$ cat src/rtl/core/vct_pkg.sv
// shared types and defaults for the value count tree core
// no dependencies
package vct_pkg;

    localparam int VALUE_BITS_DEF = 16;
    localparam int COUNT_BITS_DEF = 32;
    localparam int ANSWER_BITS    = 32;

    typedef enum logic [1:0] {
        OP_INSERT = 2'd0,
        OP_COUNT  = 2'd1,
        OP_KTH    = 2'd2,
        OP_NONE   = 2'd3
    } op_t;

    typedef struct packed {
        logic valid;
        op_t  op;
        logic fail;
    } ctrl_t;

endpackage

$ cat src/rtl/core/vct_level_cell.sv
// one tree level of the count chain: node memory plus descent step
// depends on vct_pkg
module vct_level_cell #(
    parameter int VALUE_BITS = vct_pkg::VALUE_BITS_DEF,
    parameter int COUNT_BITS = vct_pkg::COUNT_BITS_DEF,
    parameter int LEVEL      = 1
) (
    input  logic                  clk,
    input  logic                  rst_n,
    input  logic                  clr_active,
    input  logic [VALUE_BITS-1:0] clr_addr,
    input  vct_pkg::ctrl_t        in_ctl,
    input  logic [VALUE_BITS-1:0] in_key,
    input  logic [VALUE_BITS-1:0] in_hi,
    input  logic [COUNT_BITS-1:0] in_acc_lo,
    input  logic [COUNT_BITS-1:0] in_acc_hi,
    input  logic [COUNT_BITS-1:0] in_total,
    output vct_pkg::ctrl_t        out_ctl,
    output logic [VALUE_BITS-1:0] out_key,
    output logic [VALUE_BITS-1:0] out_hi,
    output logic [COUNT_BITS-1:0] out_acc_lo,
    output logic [COUNT_BITS-1:0] out_acc_hi,
    output logic [COUNT_BITS-1:0] out_total
);

    localparam int AW  = LEVEL;
    localparam int SH  = VALUE_BITS - LEVEL;

    logic [COUNT_BITS-1:0] mem [2**AW];

    vct_pkg::ctrl_t        ctl_reg;
    logic [VALUE_BITS-1:0] key_reg, hi_reg;
    logic [COUNT_BITS-1:0] acc_lo_reg, acc_hi_reg, total_reg;
    logic [COUNT_BITS-1:0] rda_reg, rdb_reg;
    logic [AW-1:0]         waddr_reg;
    logic [AW-1:0]         a_addr, b_addr, w_addr;
    logic [COUNT_BITS-1:0] w_data;
    logic                  we;

    always_comb
    begin
        a_addr = AW'(in_key >> SH);
        // queries read the left child of the path so far
        if (in_ctl.op != vct_pkg::OP_INSERT)
        begin
            a_addr[0] = 1'b0;
        end
        b_addr = AW'(in_hi >> SH) | AW'(1);
    end

    always_ff @(posedge clk or negedge rst_n)
    begin
        if (!rst_n)
        begin
            ctl_reg <= '{valid: 1'b0, op: vct_pkg::OP_NONE, fail: 1'b0};
        end
        else
        begin
            ctl_reg <= in_ctl;
        end
    end

    always_ff @(posedge clk)
    begin
        if (in_ctl.valid)
        begin
            key_reg    <= in_key;
            hi_reg     <= in_hi;
            acc_lo_reg <= in_acc_lo;
            acc_hi_reg <= in_acc_hi;
            total_reg  <= in_total;
            waddr_reg  <= a_addr;
            rda_reg    <= mem[a_addr];
            rdb_reg    <= mem[b_addr];
        end
        if (we)
        begin
            mem[w_addr] <= w_data;
        end
    end

    always_comb
    begin
        we     = clr_active || (ctl_reg.valid && ctl_reg.op == vct_pkg::OP_INSERT);
        w_addr = clr_active ? AW'(clr_addr) : waddr_reg;
        w_data = clr_active ? '0 : rda_reg + 1'b1;

        out_ctl    = ctl_reg;
        out_key    = key_reg;
        out_hi     = hi_reg;
        out_acc_lo = acc_lo_reg;
        out_acc_hi = acc_hi_reg;
        out_total  = total_reg;
        unique case (ctl_reg.op)
            vct_pkg::OP_COUNT:
            begin
                // values below lo on the left, values above hi on the right
                if (key_reg[SH])
                begin
                    out_acc_lo = acc_lo_reg + rda_reg;
                end
                if (!hi_reg[SH])
                begin
                    out_acc_hi = acc_hi_reg + rdb_reg;
                end
            end
            vct_pkg::OP_KTH:
            begin
                if (acc_lo_reg > rda_reg)
                begin
                    out_acc_lo = acc_lo_reg - rda_reg;
                    out_key    = key_reg | (VALUE_BITS'(1) << SH);
                end
            end
            vct_pkg::OP_INSERT, vct_pkg::OP_NONE:
            begin
                out_acc_lo = acc_lo_reg;
            end
        endcase
    end

endmodule

$ cat config.mk
export PLATFORM = sky130hd
export DESIGN_NAME = vct_level_cell
export DESIGN_NICKNAME = d
export VERILOG_FILES = /design/src/rtl/core/vct_pkg.sv /design/src/rtl/core/vct_level_cell.sv
export SDC_FILE = /design/constraint.sdc
export NUM_CORES = 1
export LEC_CHECK = 0
export BUFFER_PORTS_ARGS = -buffer_cell sky130_fd_sc_hd__buf_2
export CAP_MARGIN = 20
export CELL_PAD_IN_SITES_DETAIL_PLACEMENT = 1
export CELL_PAD_IN_SITES_GLOBAL_PLACEMENT = 1
export CORE_AREA = 10 10 281 202
export CTS_CLUSTER_DIAMETER = 30
export DETAILED_ROUTE_END_ITERATION = 10
export DIE_AREA = 0 0 291 212
export PLACE_DENSITY_LB_ADDON = 0.12
export SYNTH_ARGS = -nofsm -noshare
export SYNTH_HDL_FRONTEND = slang
export SYNTH_SLANG_ARGS = --single-unit
$ cat constraint.sdc
create_clock -name clk -period 4.9 [get_ports clk]
set_input_delay 0.49 -clock clk [delete_from_list [all_inputs] [get_ports clk]]
set_output_delay 0.49 -clock clk [all_outputs]
set_load 0.02 [all_outputs]
# Word-level counts from Yosys, hierarchy flattened
# Memories as Yosys holds them, arrays and structs flattened. A register that Yosys moved wholly into a read port is not among the register bits.
# Cells that the tools add are included.
# op_classes
eq_ne	3
n_addsub	4
n_reduce_logical	5
magnitude_cmp	1
mux	12
# ops
operator	n
32-bit two-way mux	5
32-bit one-hot mux with 3 select lines	1
32-bit adder	2
32-bit by 1-bit adder with 32-bit output (second input constant)	1
32-bit greater-than comparator	1
16-bit two-way mux	2
32-bit subtractor	1
2-bit == test (second input constant)	2
1-bit two-way mux	4
2-bit by 1-bit == test with 1-bit output (second input constant)	1
2-bit logical NOT	1
2-bit nonzero test	1
2-bit OR reduction	1
1-bit logical AND	1
1-bit logical OR	1
# totals
elab_cells	35
mem_count	1
output_inout_bits	132
reg_bits	133
inputBits	151
mem_bits_rw	64
# mem_list
name	depth	word_bits	read_ports	rd_clocked_by_memory_dff	write_ports	line	source
mem	2	32	2	2	1	vct_level_cell.sv:29	logic [COUNT_BITS-1:0] mem [2**AW];

# Logic depth before layout (Yosys ltp)
# logic_depth
ltp_word	5
ltp_mapped	16
mapped_depth_nobuf	14

# Least setup slack after synthesis
# No wires, ideal clock.
# synth_timing
path_kind	register -> output
from	register acc_lo_reg[0]
to	output port out_acc_lo[7]
n_path_buf	2
t_required_ps	4410
path_stages_with_launch	17
path_slack_ps	1152
t_arrival_ps	3258
cell_sequence	edfxtp_1 inv_1 ha_1 inv_1 fa_1 a211o_1 o211ai_1 a211oi_1 o21a_1 o21a_1 o21ai_2 buf_2 buf_2 nand2_1 o31ai_1 a221oi_1 a21oi_1
# synth_between
elab_chain_len	3
word_cells_on_any_way	6
cone_classes	add/sub (2); order compare (1); mux (3)
# synth_lines
item	line	source
from (decl)	vct_level_cell.sv:33	logic [COUNT_BITS-1:0] acc_lo_reg, acc_hi_reg, total_reg;
from (signal assigned)	vct_level_cell.sv:69	acc_lo_reg <= in_acc_lo;
32-bit subtractor, or another cell as far along	vct_level_cell.sv:111	out_acc_lo = acc_lo_reg - rda_reg;
32-bit two-way mux (on tied branches)	vct_level_cell.sv:109, vct_level_cell.sv:98	
32-bit one-hot mux with 3 select lines *	vct_level_cell.sv:94	unique case (ctl_reg.op)
to (decl)	vct_level_cell.sv:21	output logic [COUNT_BITS-1:0] out_acc_lo,
# Mark *: on every way between the ends. The rest lies on a longest branch, timed or not.

# Worst setup path after layout
# layout_timing
from	register acc_lo_reg[16]
to	output port out_acc_lo[29]
# Same word-level chain as after synthesis.

==> flow_summary.ini <==
[run_status]
status = completed

[synth]
ys_async_sr_fraction_pct = 1.53
synth_edf_count = 257
ys_types = 83
syn-instance-count = 1387
synth_seq_cells = 261
synth_ff_type = edfxtp_1
syn-cell-area_um2 = 15300
synth_nets = 1640
ys_warn_count = 0
syn_area_per_cell_um2 = 11.0
ys_seq_area_share_pct = 51.1

[global_routing]
antenna_found_initial = 0
track_usage_pct = 15.3
grt_overflow = 0
grt_pass1_wl_mm = 75.0
first_global_vias = 12654
grt_start_max_net_pins = 86

[finish]
diodes = 0
drive_gt1_share_pct = 28.2
largest_reg_flops = 64
seqCellArea_um2 = 7820
regMostFlops = mem
most-common-layout-cells = buf_2, edfxtp_1, nor2_1
final_core_util_pct = 37.9
fin_nets = 1933
syn_to_final_growth_pct = 27.6
multi_input_area_um2 = 6890
final_common_cell = buf_2
fillers = 5757

[pwr]
p_total_mw = 8.31
pwr_density_cell_nw_per_um2 = 426
leakagePower_nw = 7.92
max-vdd-ir-drop_mv = 0.251

[floorplan]
pin_count = 283
die_y_um = 212
die_w_um = 291
fp.dieArea_um2 = 61700
core_area_um2 = 51500
start_util_pct = 29.7
std_cell_rows = 70

[sta]
tightest_slew_ns = 0.819
fmax_ghz = 0.209
min_period_ns = 4.80
timing_hold_violations_final = 0
setup_viol = 0
slew_viol_final = 0
period_share_pct = 97.9
rsz0062_at_grt = yes
maxSlewHeadroom_pct = 45.4
timing.hold.ws_ns = 0.0792
finClkSkew_ns = 0.0208
worst_slack_ns = 0.105

[critical_path]
setup.worst_path.start_class = flop
cp.required_ns = 4.41
critical_path.max_fanout = 10
critPathKind = flop to output pin
end_kind = output pin
crit_arrival_ns = 4.31

[worst_hold_path]
hold_class = primary input to flop

[cts]
clkTransAtPathRegs_ns = 0.05
cts_tree = yes
htreeDepth = 2
ctsLongestPathBuffers = 3
numClockSinks = 261
root_buffer = clkbuf_16
cts_buffers = 59
insertion_delay_ns = 0.59

[drt]
dr_total_vias = 11856
firstDrtPassIters = 4
met1_length_mm = 22.9
drtIter0Drc = 689
wirelength_mm = 49.4
routed.top_layer = met4
post-route-drc-count = 0
via_per_inst = 4.91
wire_per_inst_um = 20.5
dr_wl_met2_mm = 24.0
wl_met3_mm = 1.77
ant_nets = 0

[flow_run]
maxCapViolCount = 0

[place]
dp_hpwl_mm = 37.7
place_ws_ns = 0.565
port_buffers = 267
gp_congestion = 0.831
metal layers:
layer / vias up / global-route usage (%)
li1: 5747 / -
met1: 5876 / 20.4
met2: 178 / 25.7
met3: 55 / 2.68
met4: 0 / 3.34
met5: - / 0
cells by family after synthesis:
group                      count (synthesis)  share of synthesized area [%]
muxes                                     42                           3.04
adders and majority gates                102                           8.48
xor gates and xnor gates                  97                           5.55
and+or+nand+nor                          352                           10.8
AOI/OAI and AO/OA                        383                           16.4
DFF                                      261                           51.1
buffers and inverters                    150                           4.64
synth_stat cells, drive strengths merged, types with 4 or more instances:
cell,count,area [µm²]
a211oi,18,135
a21oi,112,568
and3,8,50.1
and2,4,25.0
or2,4,25.0
nand3,25,125
or3,9,58.8
a221oi,13,114
nand2b,13,81.3
o21bai,17,131
o211ai,9,67.6
o21ai,89,449
xnor2,83,727
nand2,95,357
a211o,7,61.3
o21a,13,97.6
a21o,36,272
nor3b,7,52.6
mux2i,6,60.1
ha,99,1240
a22oi,5,37.5
nor3,24,120
a221o,8,80.1
buf,47,319
inv,75,287
edfxtp,257,7720
xor2,14,123
a2111oi,4,56.3
nor2,116,438
nor2b,11,68.8
nand4,18,113
o31ai,9,72.6
nor4,4,25.0
o31a,5,43.8
clkbuf,27,101
a31oi,14,87.6
mux2,36,405
layout make-up:
class                           count  area share [%]
Inverter                           76            1.49
Clock inverter                     51            2.56
Clock buffer                       61            7.71
Multi-Input combinational cell    976            35.3
Tap cell                          684            4.38
Sequential cell                   261            40.1
Timing Repair Buffer              306            8.54
critical path: stages (launching register included):
cell and delay, ns:
edfxtp_1 0.49, ha_1 0.60, inv_6 0.08, a2111oi_4 0.35, a2bb2oi_1 0.14, a221o_1 0.38
o2bb2ai_1 0.17, a311o_2 0.42, a311oi_4 0.30, xnor2_1 0.20, a21oi_2 0.08, a221o_1 0.32
buf_2 0.18
through the flow:
step | cell area (µm²) | setup TNS, ns | cells
after global routing | 19500 | -0.251 | 2415
after detailed placement | 17300 | 0 | 2291
final | 19500 | 0 | 2415
after global placement | 17300 | 0 | 2291
after CTS | 19400 | 0 | 2409
after floorplan | 15300 | 0 | 1387
repair_timing:
action / in CTS / in global routing
pin swaps: 1 / 2
gates resized for setup: 1 / 22
setup buffers: 2 / 6
endpoints found under the hold margin: 7 / 0
hold buffers: 4 / 0
endpoints found under the setup margin: 9 / 19
final timing paths:
path                                          start                  endpoint  slack, ns  depth (start not counted)
max reg2reg                    rda_reg[5]$_DFFE_PP_      mem[0][28]$_DFFE_PP_       1.85                         10
min                                   in_acc_lo[27]  acc_lo_reg[27]$_DFFE_PP_       0.08                          1
max                        acc_lo_reg[16]$_DFFE_PP_            out_acc_lo[29]       0.10                         12
max in group asynchronous                     rst_n      out_ctl[1]$_DFF_PN1_       4.40                          2
min reg2reg                    mem[1][31]$_DFFE_PP_     rdb_reg[31]$_DFFE_PP_       0.45                          0
min in group asynchronous                     rst_n      out_ctl[0]$_DFF_PN0_       0.27                          2
power breakdown:
part           internal (mW)  leakage, nW  switching (mW)  total (mW)
logic                  0.630         4.39            1.02        1.65
clock network           2.57        0.966            1.35        3.92
registers               2.64         2.56           0.102        2.74
total                   5.84         7.92            2.48        8.31
Note: power is estimated with default switching activity, not from simulation.
