--- src/rtl/core/vct_pkg.sv ---
// shared types and defaults for the value count tree core
// no dependencies
package vct_pkg;

    localparam int VALUE_BITS_DEF = 16;
    localparam int COUNT_BITS_DEF = 32;
    localparam int ANSWER_BITS    = 32;

    typedef enum logic [1:0] {
        OP_INSERT = 2'd0,
        OP_COUNT  = 2'd1,
        OP_KTH    = 2'd2,
        OP_NONE   = 2'd3
    } op_t;

    typedef struct packed {
        logic valid;
        op_t  op;
        logic fail;
    } ctrl_t;

endpackage

--- src/rtl/core/vct_root_cell.sv ---
// root cell of the count chain: holds the total, decodes the operation
// depends on vct_pkg
module vct_root_cell #(
    parameter int VALUE_BITS = vct_pkg::VALUE_BITS_DEF,
    parameter int COUNT_BITS = vct_pkg::COUNT_BITS_DEF
) (
    input  logic                  clk,
    input  logic                  rst_n,
    input  logic                  start,
    input  logic [1:0]            func,
    input  logic [15:0]           value,
    input  logic [15:0]           range_low,
    input  logic [15:0]           range_high,
    input  logic [31:0]           rank,
    output vct_pkg::ctrl_t        out_ctl,
    output logic [VALUE_BITS-1:0] out_key,
    output logic [VALUE_BITS-1:0] out_hi,
    output logic [COUNT_BITS-1:0] out_acc_lo,
    output logic [COUNT_BITS-1:0] out_acc_hi,
    output logic [COUNT_BITS-1:0] out_total
);

    localparam int EXT = (COUNT_BITS > 32) ? COUNT_BITS : 32;

    logic [COUNT_BITS-1:0] root_reg, root_next;
    vct_pkg::ctrl_t        ctl_reg, ctl_next;
    logic [VALUE_BITS-1:0] key_reg, key_next, hi_reg;
    logic [COUNT_BITS-1:0] acc_reg, acc_next, total_reg;
    logic [VALUE_BITS-1:0] lo_m, hi_m;
    logic [EXT-1:0]        rank_x, total_x;

    always_comb
    begin
        lo_m      = VALUE_BITS'(range_low);
        hi_m      = VALUE_BITS'(range_high);
        rank_x    = EXT'(rank);
        total_x   = EXT'(root_reg);
        root_next = root_reg;
        ctl_next  = '{valid: start, op: vct_pkg::OP_NONE, fail: 1'b0};
        key_next  = '0;
        acc_next  = '0;
        unique case (func)
            vct_pkg::OP_INSERT:
            begin
                key_next = VALUE_BITS'(value);
                if (root_reg == '1)
                begin
                    ctl_next.fail = 1'b1;
                end
                else
                begin
                    ctl_next.op = vct_pkg::OP_INSERT;
                    if (start)
                    begin
                        root_next = root_reg + 1'b1;
                    end
                end
            end
            vct_pkg::OP_COUNT:
            begin
                key_next = lo_m;
                if (lo_m <= hi_m)
                begin
                    ctl_next.op = vct_pkg::OP_COUNT;
                end
            end
            vct_pkg::OP_KTH:
            begin
                acc_next = COUNT_BITS'(rank_x);
                if (rank == '0 || rank_x > total_x)
                begin
                    ctl_next.fail = 1'b1;
                end
                else
                begin
                    ctl_next.op = vct_pkg::OP_KTH;
                end
            end
            default:
            begin
                ctl_next.op = vct_pkg::OP_NONE;
            end
        endcase
    end

    always_ff @(posedge clk or negedge rst_n)
    begin
        if (!rst_n)
        begin
            root_reg <= '0;
            ctl_reg  <= '{valid: 1'b0, op: vct_pkg::OP_NONE, fail: 1'b0};
        end
        else
        begin
            root_reg <= root_next;
            ctl_reg  <= ctl_next;
        end
    end

    always_ff @(posedge clk)
    begin
        if (start)
        begin
            key_reg   <= key_next;
            hi_reg    <= hi_m;
            acc_reg   <= acc_next;
            total_reg <= root_reg;
        end
    end

    assign out_ctl    = ctl_reg;
    assign out_key    = key_reg;
    assign out_hi     = hi_reg;
    assign out_acc_lo = acc_reg;
    assign out_acc_hi = '0;
    assign out_total  = total_reg;

endmodule

--- config.mk ---
export PLATFORM = sky130hd
export DESIGN_NAME = vct_root_cell
export DESIGN_NICKNAME = d
export VERILOG_FILES = /design/src/rtl/core/vct_pkg.sv /design/src/rtl/core/vct_root_cell.sv
export SDC_FILE = /design/constraint.sdc
export NUM_CORES = 1
export LEC_CHECK = 0
export ABC_AREA = 1
export BUFFER_PORTS_ARGS = -buffer_cell sky130_fd_sc_hd__buf_2
export CAP_MARGIN = 40
export CORE_UTILIZATION = 55
export DETAILED_ROUTE_END_ITERATION = 10
export PLACE_DENSITY = 0.93
export SETUP_SLACK_MARGIN = 0.05
export SYNTH_ARGS = -nofsm -noshare
export SYNTH_HDL_FRONTEND = slang
export SYNTH_SLANG_ARGS = --single-unit
--- constraint.sdc ---
create_clock -name clk -period 4 [get_ports clk]
set_input_delay 0.8 -clock clk [delete_from_list [all_inputs] [get_ports clk]]
set_output_delay 0.8 -clock clk [all_outputs]
set_load 0.1 [all_outputs]
# Word-level counts from Yosys, hierarchy flattened
# Cells that the tools add are included.
# W data, S select, Z words.
[op_classes] reduce_logical=4 order_cmp=2 n_mux=8 add_sub_neg=1 n_bitwise=1 eq_ne=3
[op_table] operator="$add A32 B1 Y32 const B" count=1
[op_table] operator="$eq A32 B32 Y1 const B" count=1
[op_table] operator="$gt A32 B32 Y1" count=1
[op_table] operator="$logic_not A32 Y1" count=1
[op_table] operator="$pmux W16 S2" count=1
[op_table] operator="$le A16 B16 Y1" count=1
[op_table] operator="$pmux W2 S3" count=1
[op_table] operator="$mux W2" count=2
[op_table] operator="$mux W1" count=3
[op_table] operator="$reduce_and A3 Y1" count=1
[op_table] operator="$eq A2 B1 Y1 const B" count=1
[op_table] operator="$eq A2 B2 Y1 const B" count=1
[op_table] operator="$logic_not A2 Y1" count=1
[op_table] operator="$pmux W1 S2" count=1
[op_table] operator="$logic_or A1 B1 Y1" count=1
[op_table] operator="$not A1 Y1" count=1
[totals] output_inout_bits=132 ff_bits=132 inputBits=85 word_cells=27

# Longest topological paths before layout
[depth] depth_word=4 mapped_depth=17

# Worst setup path before layout
# No wires, ideal clock.
[synth_path] path_type="in2reg" start="input rank[19]" end="register ctl_reg (netlist bit out_ctl[0])" path_slack_ns=2.139 path_buffers=0 stages=13 arrival_time_ns=1.743 path_cell_list="ha_1 -> nand2_1 -> inv_1 -> nand2_1 -> nand2_1 -> nand2_1 -> nand3_1 -> a21oi_1 -> nand2_1 -> nand2_1 -> nand2_1 -> nand2_1 -> nand2_1"
[synth_lines] item="start: declaration" line="vct_root_cell.sv:14" text="input logic [31:0] rank,"
[synth_lines] item="end signal: assignment" line="vct_root_cell.sv:91" text="ctl_reg <= '{valid: 1'b0, op: vct_pkg::OP_NONE, fail: 1'b0};"
[synth_lines] item="end signal: assignment" line="vct_root_cell.sv:96" text="ctl_reg <= ctl_next;"
[synth_lines] item="end: declaration" line="vct_root_cell.sv:26" text="vct_pkg::ctrl_t ctl_reg, ctl_next;"

# Worst setup path in the final report
[layout_path] start="register root_reg[0]" end="register root_reg[22]"
[layout_via] elab_chain_cells=3
[layout_lines] item="start: declaration" line="vct_root_cell.sv:25" text="logic [COUNT_BITS-1:0] root_reg, root_next;"
[layout_lines] item="start signal: assignment" line="vct_root_cell.sv:95" text="root_reg <= root_next;"
[layout_lines] item="parallel branches: the longest is 3 deep, another holds $add A32 B1 Y32"
# Parallel ways; which one is timed is not known.
# A chain may end at the register's enable or synchronous reset.

==> impl_metrics.xml <==
<?xml version="1.0" encoding="UTF-8"?>
<metrics>
  <group name="yosys">
    <metric name="syn_inst" unit="">672</metric>
    <metric name="asyncSetResetFlopFracSynth" unit="">0.273</metric>
    <metric name="synth.top_cells.by_area" unit="">sky130_fd_sc_hd__edfxtp_1 (42%), sky130_fd_sc_hd__dfrtp_1 (12%), sky130_fd_sc_hd__ha_1 (8.9%)</metric>
    <metric name="ys_seq_area_frac" unit="">0.552</metric>
    <metric name="ys_types" unit="">34</metric>
    <metric name="synthTopCellsByCount" unit="">sky130_fd_sc_hd__nand2_1 (115), sky130_fd_sc_hd__inv_1 (99), sky130_fd_sc_hd__edfxtp_1 (96), sky130_fd_sc_hd__nor2_1 (75), sky130_fd_sc_hd__ha_1 (49)</metric>
    <metric name="synth.largest_area_cell" unit="">sky130_fd_sc_hd__edfxtp_1</metric>
    <metric name="ys.warnings.count" unit="">0</metric>
    <metric name="netlist.area_leader.share" unit="">0.421</metric>
    <metric name="synthesis.area_per_instance" unit="um2">10.2</metric>
    <metric name="seq_cells_post_synth" unit="">132</metric>
    <metric name="synth-main-ff-cell" unit="">sky130_fd_sc_hd__edfxtp_1</metric>
    <metric name="yosys.cell_count.top_type" unit="">sky130_fd_sc_hd__nand2_1</metric>
    <metric name="syn-cell-area" unit="um2">6850</metric>
    <metric name="synth_enable_flop_cells" unit="">96</metric>
  </group>
  <group name="clocking">
    <metric name="cts.htree.levels" unit="">4</metric>
    <metric name="cts.repair_timing.setup_buffer_count" unit="">0</metric>
    <metric name="clock_tree_from_tritoncts" unit="">done</metric>
    <metric name="clockBufferDepth" unit="">2</metric>
    <metric name="postCtsResizedCells" unit="">0</metric>
    <metric name="clk_pin_slew" unit="ps">60</metric>
    <metric name="cts_hold_repair.buffers" unit="">0</metric>
    <metric name="tritoncts_num_sinks" unit="">132</metric>
    <metric name="worst_skew_pair.late_latency" unit="ps">430</metric>
    <metric name="clock_tree.root_cell" unit="">sky130_fd_sc_hd__clkbuf_16</metric>
    <metric name="cts_buffers" unit="">17</metric>
  </group>
  <group name="hold_path">
    <metric name="timing.hold.worst.class" unit="">flip-flop to flip-flop</metric>
    <metric name="worst_min_path_start" unit="">root_reg[31]$_DFFE_PN0P_</metric>
  </group>
  <group name="global_routing">
    <metric name="first_pass_grt_wire_length" unit="um">26300</metric>
    <metric name="number_of_antenna_violations_at_the_first_check_in_global_routing" unit="">0</metric>
    <metric name="via_count_of_the_first_global_routing_pass" unit="">5466</metric>
    <metric name="maximum_number_of_pins_on_one_net_before_global_route_repair" unit="">52</metric>
    <metric name="grt_use_total" unit="">0.274</metric>
    <metric name="grt-ovfl-total" unit="">0</metric>
  </group>
  <group name="power">
    <metric name="fin_total_pwr" unit="mW">4.70</metric>
    <metric name="vdd.ir_drop.worst" unit="uV">342</metric>
    <metric name="leakagePower" unit="nW">4.04</metric>
    <metric name="power-per-cell-area" unit="nW/um2">554</metric>
  </group>
  <group name="final_layout">
    <metric name="design.final.nets" unit="">1003</metric>
    <metric name="final-seq-area" unit="um2">3790</metric>
    <metric name="post_route_cells_drive_above_1_share" unit="">0.270</metric>
    <metric name="multi_input_gate_area_in_the_final_layout" unit="um2">2500</metric>
    <metric name="antenna_cells_inserted" unit="">0</metric>
    <metric name="area_growth_syn_to_layout" unit="%">23.7</metric>
    <metric name="postLayoutCellArea" unit="um2">8480</metric>
    <metric name="fillerInstances" unit="">831</metric>
  </group>
  <group name="timing">
    <metric name="timing.final.hold_violations" unit="">0</metric>
    <metric name="fmaxAchievable" unit="MHz">455</metric>
    <metric name="final-setup-viol-count" unit="">0</metric>
    <metric name="slew_headroom" unit="">0.441</metric>
    <metric name="setup_tns" unit="ps">0</metric>
    <metric name="rsz_0062_raised_after_global_routing" unit="">no</metric>
    <metric name="finClkSkew" unit="ps">7.29</metric>
    <metric name="post-route-period-util" unit="">0.550</metric>
    <metric name="tightest_slew" unit="ps">839</metric>
    <metric name="final-max-slew-violation-count" unit="">0</metric>
    <metric name="worst_slack" unit="ps">1800</metric>
    <metric name="finalWorstPathRequiredPeriod" unit="ps">2200</metric>
  </group>
  <group name="placement">
    <metric name="post_dp_cell_area" unit="um2">7860</metric>
    <metric name="detailedPlacementHpwl" unit="um">12300</metric>
    <metric name="dp_worst_slack" unit="ps">1400</metric>
    <metric name="buffer_ports.inserted" unit="">184</metric>
    <metric name="final_weighted_congestion_in_routability_driven_placement" unit="">0.967</metric>
  </group>
  <group name="die">
    <metric name="die_area" unit="um2">12900</metric>
    <metric name="ioPinCount" unit="">217</metric>
    <metric name="core_area" unit="um2">12100</metric>
    <metric name="dieWidth" unit="um">114</metric>
    <metric name="die_height" unit="um">114</metric>
    <metric name="initial_cell_density_of_the_core" unit="">0.568</metric>
    <metric name="core.rowCount" unit="">40</metric>
  </group>
  <group name="detailed_routing">
    <metric name="viasPerCell" unit="">5.34</metric>
    <metric name="routed_wire_length_per_instance" unit="um">16.0</metric>
    <metric name="route.detailed.drc" unit="">0</metric>
    <metric name="drt_pass1_iterations" unit="">6</metric>
    <metric name="detailed_route_wl" unit="um">16800</metric>
    <metric name="num_vias" unit="">5611</metric>
    <metric name="drt_iter0_drc" unit="">626</metric>
    <metric name="drtAntennaViolNets" unit="">0</metric>
  </group>
  <group name="critical_path">
    <metric name="rr_startpoint" unit="">root_reg[0]$_DFFE_PN0P_</metric>
    <metric name="worst_setup_path_start_kind" unit="">flip-flop</metric>
    <metric name="arrival" unit="ps">2500</metric>
    <metric name="timing.critical_path.from" unit="">root_reg[0]$_DFFE_PN0P_</metric>
    <metric name="cp_max_fo" unit="">29</metric>
    <metric name="worstSetupEndpointType" unit="">flip-flop</metric>
    <metric name="timing.setup.critical_path_class" unit="">flip-flop to flip-flop</metric>
    <metric name="worstPathRequired" unit="ps">4300</metric>
  </group>
  <group name="run_status">
    <metric name="status" unit="">finished, final reports clean</metric>
  </group>
  <group name="run">
    <metric name="maxCapViolations" unit="">0</metric>
  </group>
</metrics>
## path summary, 6_finish.rpt
check	to	slack (ps)	depth (start not counted)
hold reg to reg	out_total[31]$_DFFE_PP_	450	0
setup / recovery	root_reg[22]$_DFFE_PN0P_	1800	10
min in group asynchronous	root_reg[31]$_DFFE_PN0P_	460	1
max in group asynchronous	root_reg[27]$_DFFE_PN0P_	2990	1
hold / removal	out_total[31]$_DFFE_PP_	450	0
setup reg to reg	root_reg[22]$_DFFE_PN0P_	1800	10
## critical path, cell delays in order (launching register included)
cell and delay, ps:
sky130_fd_sc_hd__dfrtp_1 420, sky130_fd_sc_hd__ha_1 270, sky130_fd_sc_hd__nand4_4 130, sky130_fd_sc_hd__nor2_2 60, sky130_fd_sc_hd__inv_2 60, sky130_fd_sc_hd__nor2_2 50, sky130_fd_sc_hd__nand2_2 80, sky130_fd_sc_hd__nand3_4 190
sky130_fd_sc_hd__inv_2 470, sky130_fd_sc_hd__nand2_1 160, sky130_fd_sc_hd__xor2_1 180
## per-stage QoR
step / hold WS, ps / utilization / cells
final: 454 / 0.703 / 1050
after CTS: 457 / 0.703 / 1050
after detailed placement: 452 / 0.652 / 1018
after global placement: 438 / 0.649 / 1016
after global routing: 465 / 0.703 / 1050
after floorplan: 425 / - / 703
## cell usage in the layout (no fill, tap or decap), drive strengths merged, types with 20 or more instances in the layout
master,Yosys,final
buf,36,188
nand2,117,117
inv,103,103
edfxtp,96,96
nor2,80,80
ha,49,49
dfrtp,34,34
conb,1,32
xor2,30,30
nor3,22,22
clkbuf,5,21
a21oi,20,20
## kinds of logic after synthesis
logic type | after synthesis | share of synthesized area
AND/OR/NAND/NOR | 257 | 0.165
flip-flops | 132 | 0.552
buffers and inverters | 144 | 0.0993
adder cells (fa/ha/maj) | 49 | 0.0894
AO/OA/AOI/OAI | 59 | 0.0551
other | 1 | 0.000547
XOR/XNOR | 30 | 0.0383
## area by class of cell
| type | count | area share |
|---|---|---|
| clock buffers | 21 | 0.0543 |
| multi-input cells | 427 | 0.295 |
| well taps | 168 | 0.0248 |
| inverters | 103 | 0.0456 |
| flip-flops and latches | 132 | 0.446 |
| clock inverters | 11 | 0.0184 |
| repair buffers | 188 | 0.115 |
## routing by layer
layer / track usage / routed length [um]
met5: 0 / 0
met4: 0.139 / 499
met3: 0.0792 / 1390
met2: 0.466 / 8500
met1: 0.318 / 6410
## report_power, final
part	switching, mW	internal (mW)
clock	0.557	1.07
sequential	0.0999	1.63
combinational	1.11	0.239
(Power assumes the default switching activity.)
